==> src/rtl/vbf_pkg.sv <==
// ----------------------------------------------------------------------------
// vbf_pkg
// Shared types and constants for the voxel boundary face extractor.
// ----------------------------------------------------------------------------
package vbf_pkg;

	localparam int ID_W  = 16;
	localparam int CRD_W = 6;
	localparam int POS_W = 5;

	localparam logic [1:0] CMD_LOAD  = 2'd0;
	localparam logic [1:0] CMD_PROC  = 2'd1;
	localparam logic [1:0] CMD_CLEAR = 2'd2;

	localparam logic KIND_VERTEX = 1'b0;
	localparam logic KIND_TRI    = 1'b1;

	localparam logic [2:0] FACE_TBL [6][4] = '{
		'{3'd2, 3'd0, 3'd4, 3'd6},
		'{3'd1, 3'd3, 3'd7, 3'd5},
		'{3'd0, 3'd1, 3'd5, 3'd4},
		'{3'd3, 3'd2, 3'd6, 3'd7},
		'{3'd0, 3'd2, 3'd3, 3'd1},
		'{3'd4, 3'd5, 3'd7, 3'd6}
	};

	typedef enum logic [3:0] {
		S_CLR,
		S_IDLE,
		S_LADDR,
		S_LWR,
		S_VADDR,
		S_VRD,
		S_VCHK,
		S_CADDR,
		S_CRD,
		S_CCHK,
		S_CNEW,
		S_TRI
	} vbf_state_t;

	function automatic logic [2:0] face_corner(input logic [2:0] f, input logic [1:0] k);
		face_corner = FACE_TBL[f][k];
	endfunction

endpackage

==> src/rtl/vbf_addr.sv <==
// ----------------------------------------------------------------------------
// vbf_addr
// Shared linear address unit for the voxel and corner stores, registered.
// ----------------------------------------------------------------------------
module vbf_addr #(
	parameter int MAX_X = 32,
	parameter int MAX_Y = 32,
	parameter int MAX_Z = 32,
	parameter int AW    = 16
) (
	input  logic                     clk,
	input  logic                     ld,
	input  logic                     corner,
	input  logic [vbf_pkg::CRD_W-1:0] x,
	input  logic [vbf_pkg::CRD_W-1:0] y,
	input  logic [vbf_pkg::CRD_W-1:0] z,
	output logic [AW-1:0]            addr_s1
);

	localparam int VSY = MAX_X;
	localparam int VSZ = MAX_X * MAX_Y;
	localparam int CSY = MAX_X + 1;
	localparam int CSZ = (MAX_X + 1) * (MAX_Y + 1);

	logic [AW-1:0] sy;
	logic [AW-1:0] sz;
	logic [AW-1:0] sum;

	assign sy  = corner ? AW'(CSY) : AW'(VSY);
	assign sz  = corner ? AW'(CSZ) : AW'(VSZ);
	assign sum = AW'(x) + AW'(AW'(y) * sy) + AW'(AW'(z) * sz);

	always_ff @(posedge clk) begin
		if (ld) begin
			addr_s1 <= sum;
		end
	end

endmodule

==> config.mk <==
export PLATFORM = sky130hd
export DESIGN_NAME = vbf_addr
export DESIGN_NICKNAME = d
export VERILOG_FILES = /design/src/rtl/vbf_pkg.sv /design/src/rtl/vbf_addr.sv
export SDC_FILE = /design/constraint.sdc
export NUM_CORES = 1
export LEC_CHECK = 0
export BUFFER_PORTS_ARGS = -buffer_cell sky130_fd_sc_hd__buf_2
export CAP_MARGIN = 20
export CORE_ASPECT_RATIO = 0.6
export CORE_MARGIN = 10
export CORE_UTILIZATION = 55
export CTS_CLUSTER_DIAMETER = 120
export CTS_CLUSTER_SIZE = 8
export DETAILED_ROUTE_END_ITERATION = 8
export PLACE_DENSITY_LB_ADDON = 0.08
export SLEW_MARGIN = 25
export SYNTH_ARGS = -nofsm -noshare
export SYNTH_HDL_FRONTEND = slang
export SYNTH_SLANG_ARGS = --single-unit
==> constraint.sdc <==
create_clock -name clk -period 5.5 [get_ports clk]
set_input_delay 1.1 -clock clk [delete_from_list [all_inputs] [get_ports clk]]
set_output_delay 1.1 -clock clk [all_outputs]
set_load 0.02 [all_outputs]
==> results of run 1 <==
worst max-delay path: cells and delay by family:
kind / cells / cell delay, ns
adders and majority gates: 6 / 1.88
buffers and inverters: 3 / 0.26
and+or+nand+nor: 1 / 0.18
xor gates and xnor gates: 1 / 0.08
AOI/OAI and AO/OA: 4 / 0.83
power by group through the flow:
stage	combinational (mW)	clock [mW]	sequential [mW]
after floorplan	0.140	0	0.219
after global placement	0.240	0	0.181
after detailed placement	0.247	0	0.181
after CTS	0.249	0.0994	0.178
after global routing	0.277	0.105	0.180
final	0.247	0.0978	0.178
worst max-delay path by stage:
stage                       from  slack, ns     endpoint
after floorplan           corner       1.18  addr_s1[14]
after global placement    corner       1.01  addr_s1[14]
after detailed placement  corner       0.91  addr_s1[14]
after CTS                 corner       1.18  addr_s1[14]
after global routing      corner       1.02  addr_s1[14]
final                     corner       1.19  addr_s1[14]
cells by family after synthesis:
kind of cell	after synthesis	share of synthesized area, %
buffers and inverters	30	7.24
XOR/XNOR	13	6.80
flip-flops	16	28.7
AND/OR/NAND/NOR	29	9.48
AO/OA/AOI/OAI	23	8.96
adder cells (fa/ha/maj)	46	38.8
cell usage after synthesis (all sizes together):
library cell,instances
a2111oi,1
a211o,1
a21o,1
a21oi,8
a31oi,2
and2,12
and3,2
buf,2
clkbuf,1
edfxtp,16
fa,10
ha,36
inv,27
nand2,4
nand3,3
nand4,1
nor2,5
nor2b,1
nor3,1
o21a,2
o21ai,3
o21bai,2
o221a,1
o22ai,2
xnor2,8
xor2,5
per-layer routing:
metal	track usage (%)	vias to the layer above	share of wire (%)
li1	-	608	-
met4	1.17	0	0.34
met3	4.08	2	6.6
met2	20.3	43	44
met5	0	-	0
met1	17.0	564	49
area by class of cell:
type	count	share of cell area (%)
Inverter	27	5.24
Clock buffer	3	2.14
Timing Repair Buffer	36	9.32
Sequential cell	16	24.9
Tap cell	42	2.72
Multi-Input combinational cell	111	55.5
Clock inverter	1	0.194
per-stage QoR:
stage	area, um^2	power, mW
floorplan	1680	0.360
finish	1930	0.523
global placement	1890	0.421
global route	1930	0.562
detailed placement	1890	0.428
CTS	1930	0.527
==> results_dict.tcl, run 1 <==
set metrics [dict create \
    status "finished, final reports clean" \
    diodes 0 \
    die-area_um2 5730 \
    critPathMostFrequentCell "ha_1" \
    postCtsSetupRepairBufs 0 \
    grt_pass1_vias 1286 \
    total_leakage_power_nw 0.982 \
    critPathRequiredTime_ns 5.52 \
    nets 262 \
    wl_um 3520 \
    hold_path_end "addr_s1[15]" \
    core_area_um2 2890 \
    largest_reg_flops 16 \
    syn_inst 157 \
    final_cell_mix "36 x ha_1, 36 x buf_2, 27 x inv_1" \
    cts_buffer_depth 2 \
    synth_seq_cells 16 \
    pwr-share-seq_pct 34.0 \
    tns_ns 0 \
    synth_area_leaders "edfxtp_1 29%, ha_1 27%, fa_1 12%" \
    overflow 0 \
    drt-initial-drc-count 57 \
    cap_violations 0 \
    critPathLaunchType "input port" \
    fin_util_pct 66.9 \
    synth.top_cell.area_share_pct 28.7 \
    routedWlPerCell_um 14.9 \
    h-tree-depth 1 \
    die_width_um 91.3 \
    cp-end-kind "register" \
    cts_tree "done" \
    switchingPower_uw 202 \
    largestRegisters "addr_s1 x16" \
    cts_buffers 3 \
    combPwrFrac_pct 47.2 \
    antenna_found_initial 0 \
    drive_above_1_share_pct 21.6 \
    initial_utilization_pct 58.0 \
    vias_per_cell 5.16 \
    cpPeakStageDelay_ns 0.53 \
    peakVddDrop_v 0.000112 \
    ys_types 29 \
    max_freq_mhz 232 \
    gp_congestion 0.830 \
    setup.worst_path.class "input port to register" \
    dpl_worst_slack_ns 0.913 \
    finalHoldViolCount 0 \
    place_hpwl_um 2940 \
    yosysWarningCount 0 \
    tightest_slew_ns 0.446 \
    io_buffer_count 36 \
    cts_root_buf "clkbuf_8" \
    max_slew_margin_pct 69.5 \
    hold_path_class "input port to register" \
    ant_nets 0 \
    post_cts_resized 0 \
    ios 37 \
    grt_max_degree 17 \
    worstHoldPathCells 2 \
    fill_cells 242 \
    dieHeight_um 62.8 \
    regArea_um2 480 \
    vias 1217 \
    cp.arrival_ns 4.32 \
    period_share_pct 78.3 \
    hold_ws_ns 1.16 \
    p_clk_share_pct 18.7 \
    worstPathCellList "buf_2 > and2_1 > ha_1 > ha_1 > ha_1 > inv_1 > fa_1 > inv_1 > ha_1 > fa_1 > a21oi_1 > o221a_2 > o21ai_1 > a21oi_1 > xnor2_1" \
    period_minus_slack_ns 4.31 \
    dp_cells 232 \
    setup_viol 0 \
    stdcell_count 236 \
    drv_slew 0 \
    area_growth_pct 15.4 \
    largest-register "addr_s1" \
    layout_setup_ws_ns 1.19 \
    swShare_pct 38.6 \
    p_per_area_nw_per_um2 270 \
    worst_path_max_delay_cell "fa_1" \
    rsz0062_at_grt "false" \
    synth_top_area_cell "edfxtp_1" \
    hp-start "z[5]" \
    grt_usage_pct 12.8 \
    syn_area_per_cell_um2 10.7 \
    yosysSeqAreaShare_pct 28.7 \
    syn-cell-area_um2 1680 \
    rows 15 \
    multi_input_area_um2 1070 \
    synth_nets 224 \
    clock_sinks 16 \
    cts_hold_buf 0 \
    path_max_fanout 13 \
    firstDrtPassIters 4 \
    clk_pin_slew_ns 0.07 \
    grt_pass1_wl_um 6050 \
    drc_errors 0 \
    power.internal_uw 321 \
]
Note: power is estimated with default switching activity, not from simulation.
==> run 2, diff against run 1 <==
clock period = 4.23 ns   (was 5.5 ns; I/O delays follow)
==> results_dict.tcl, run 2 (synthesis results as in run 1) <==
set metrics [dict create \
    drive_above_1_share_pct 23.2 \
    grt_usage_pct 13.3 \
    total_power_uw 698 \
    nets 266 \
    place_hpwl_um 3110 \
    critPathRequiredTime_ns 4.24 \
    cts_buffer_depth 2 \
    io_buffer_count 36 \
    vias 1228 \
    cap_violations 0 \
    die_width_um 91.3 \
    cts_root_buf "clkbuf_8" \
    diodes 0 \
    rsz0062_at_grt "false" \
    vias_per_cell 5.12 \
    max_freq_mhz 247 \
    setup.worst_path.class "input port to register" \
    multi_input_area_um2 1070 \
    routedWlPerCell_um 15.4 \
    gp_congestion 0.899 \
    worstHoldPathCells 2 \
    dp_cells 236 \
    largestRegisters "addr_s1 x16" \
    clk_pin_slew_ns 0.07 \
    rows 15 \
    area_growth_pct 17.2 \
    antenna_found_initial 0 \
    cp-end-kind "register" \
    hold_path_class "input port to register" \
    p_per_area_nw_per_um2 355 \
    period_minus_slack_ns 4.04 \
    largest-register "addr_s1" \
    grt_pass1_wl_um 6300 \
    cts_buffers 3 \
    finalHoldViolCount 0 \
    max_slew_margin_pct 64.5 \
    overflow 0 \
    firstDrtPassIters 4 \
    drc_errors 0 \
    dieHeight_um 62.8 \
    core_area_um2 2890 \
    cp.arrival_ns 4.05 \
    initial_utilization_pct 58.0 \
    clock_sinks 16 \
    total_leakage_power_nw 1.00 \
    grt_max_degree 17 \
    status "finished, final reports clean" \
    ios 37 \
    stdcell_count 240 \
    drv_slew 0 \
    h-tree-depth 1 \
    postCtsSetupRepairBufs 0 \
    cts_hold_buf 0 \
    cts_tree "done" \
    peakVddDrop_v 0.000166 \
    final_cell_mix "36 x ha_1, 36 x buf_2, 27 x inv_1" \
    post_cts_resized 0 \
    wl_um 3700 \
    setup_viol 0 \
    die-area_um2 5730 \
    ant_nets 0 \
    grt_pass1_vias 1347 \
    drt-initial-drc-count 47 \
    tightest_slew_ns 0.519 \
    regArea_um2 480 \
    largest_reg_flops 16 \
    fill_cells 236 \
    path_max_fanout 13 \
    critPathLaunchType "input port" \
    period_share_pct 95.5 \
]
[run 2: cell type report]
class                           instances  area share [%]
Clock buffer                            3            2.10
Clock inverter                          1           0.191
Inverter                               27            5.16
Multi-Input combinational cell        111            54.7
Sequential cell                        16            24.5
Tap cell                               42            2.68
Timing Repair Buffer                   40            10.7
[run 2: per-stage QoR]
stage | TNS [ns] | hold WS [ns] | setup slack [ns] | area (um^2) | utilization (%)
after floorplan | 0 | 0.958 | 0.164 | 1680 | -
after global placement | 0 | 1.17 | 0.0712 | 1920 | 66.4
after detailed placement | -0.0542 | 1.17 | -0.0542 | 1920 | 66.4
after CTS | 0 | 0.901 | 0.211 | 1960 | 67.9
after global routing | 0 | 0.916 | 0.0255 | 1960 | 67.9
final | 0 | 0.904 | 0.188 | 1960 | 67.9
[run 2: path summary, 6_finish.rpt]
kind / slack [ns] / start / end
worst max-delay path: 0.19 / corner / addr_s1[15]
worst min-delay path: 0.90 / z[5] / addr_s1[15]
[run 2: power breakdown]
group          switching, mW  internal (mW)
Combinational          0.200          0.142
Sequential           0.00674          0.225
Clock                 0.0600         0.0647
[run 2: layer usage]
layer,vias to the layer above,share of wire (%),track usage (%)
met3,4,7.2,4.44
li1,615,-,-
met5,-,0,0
met1,563,47,16.7
met4,0,0.73,2.53
met2,46,45,21.6
[run 2: critical path, cell delays in order]
cell and delay (ns):
buf_2 0.16, and2_1 0.15, ha_1 0.28, ha_1 0.34, fa_1 0.47, ha_1 0.31
ha_1 0.35, a21oi_1 0.16, o22ai_1 0.16, a2111oi_0 0.53, nor2_1 0.14, xor2_1 0.17
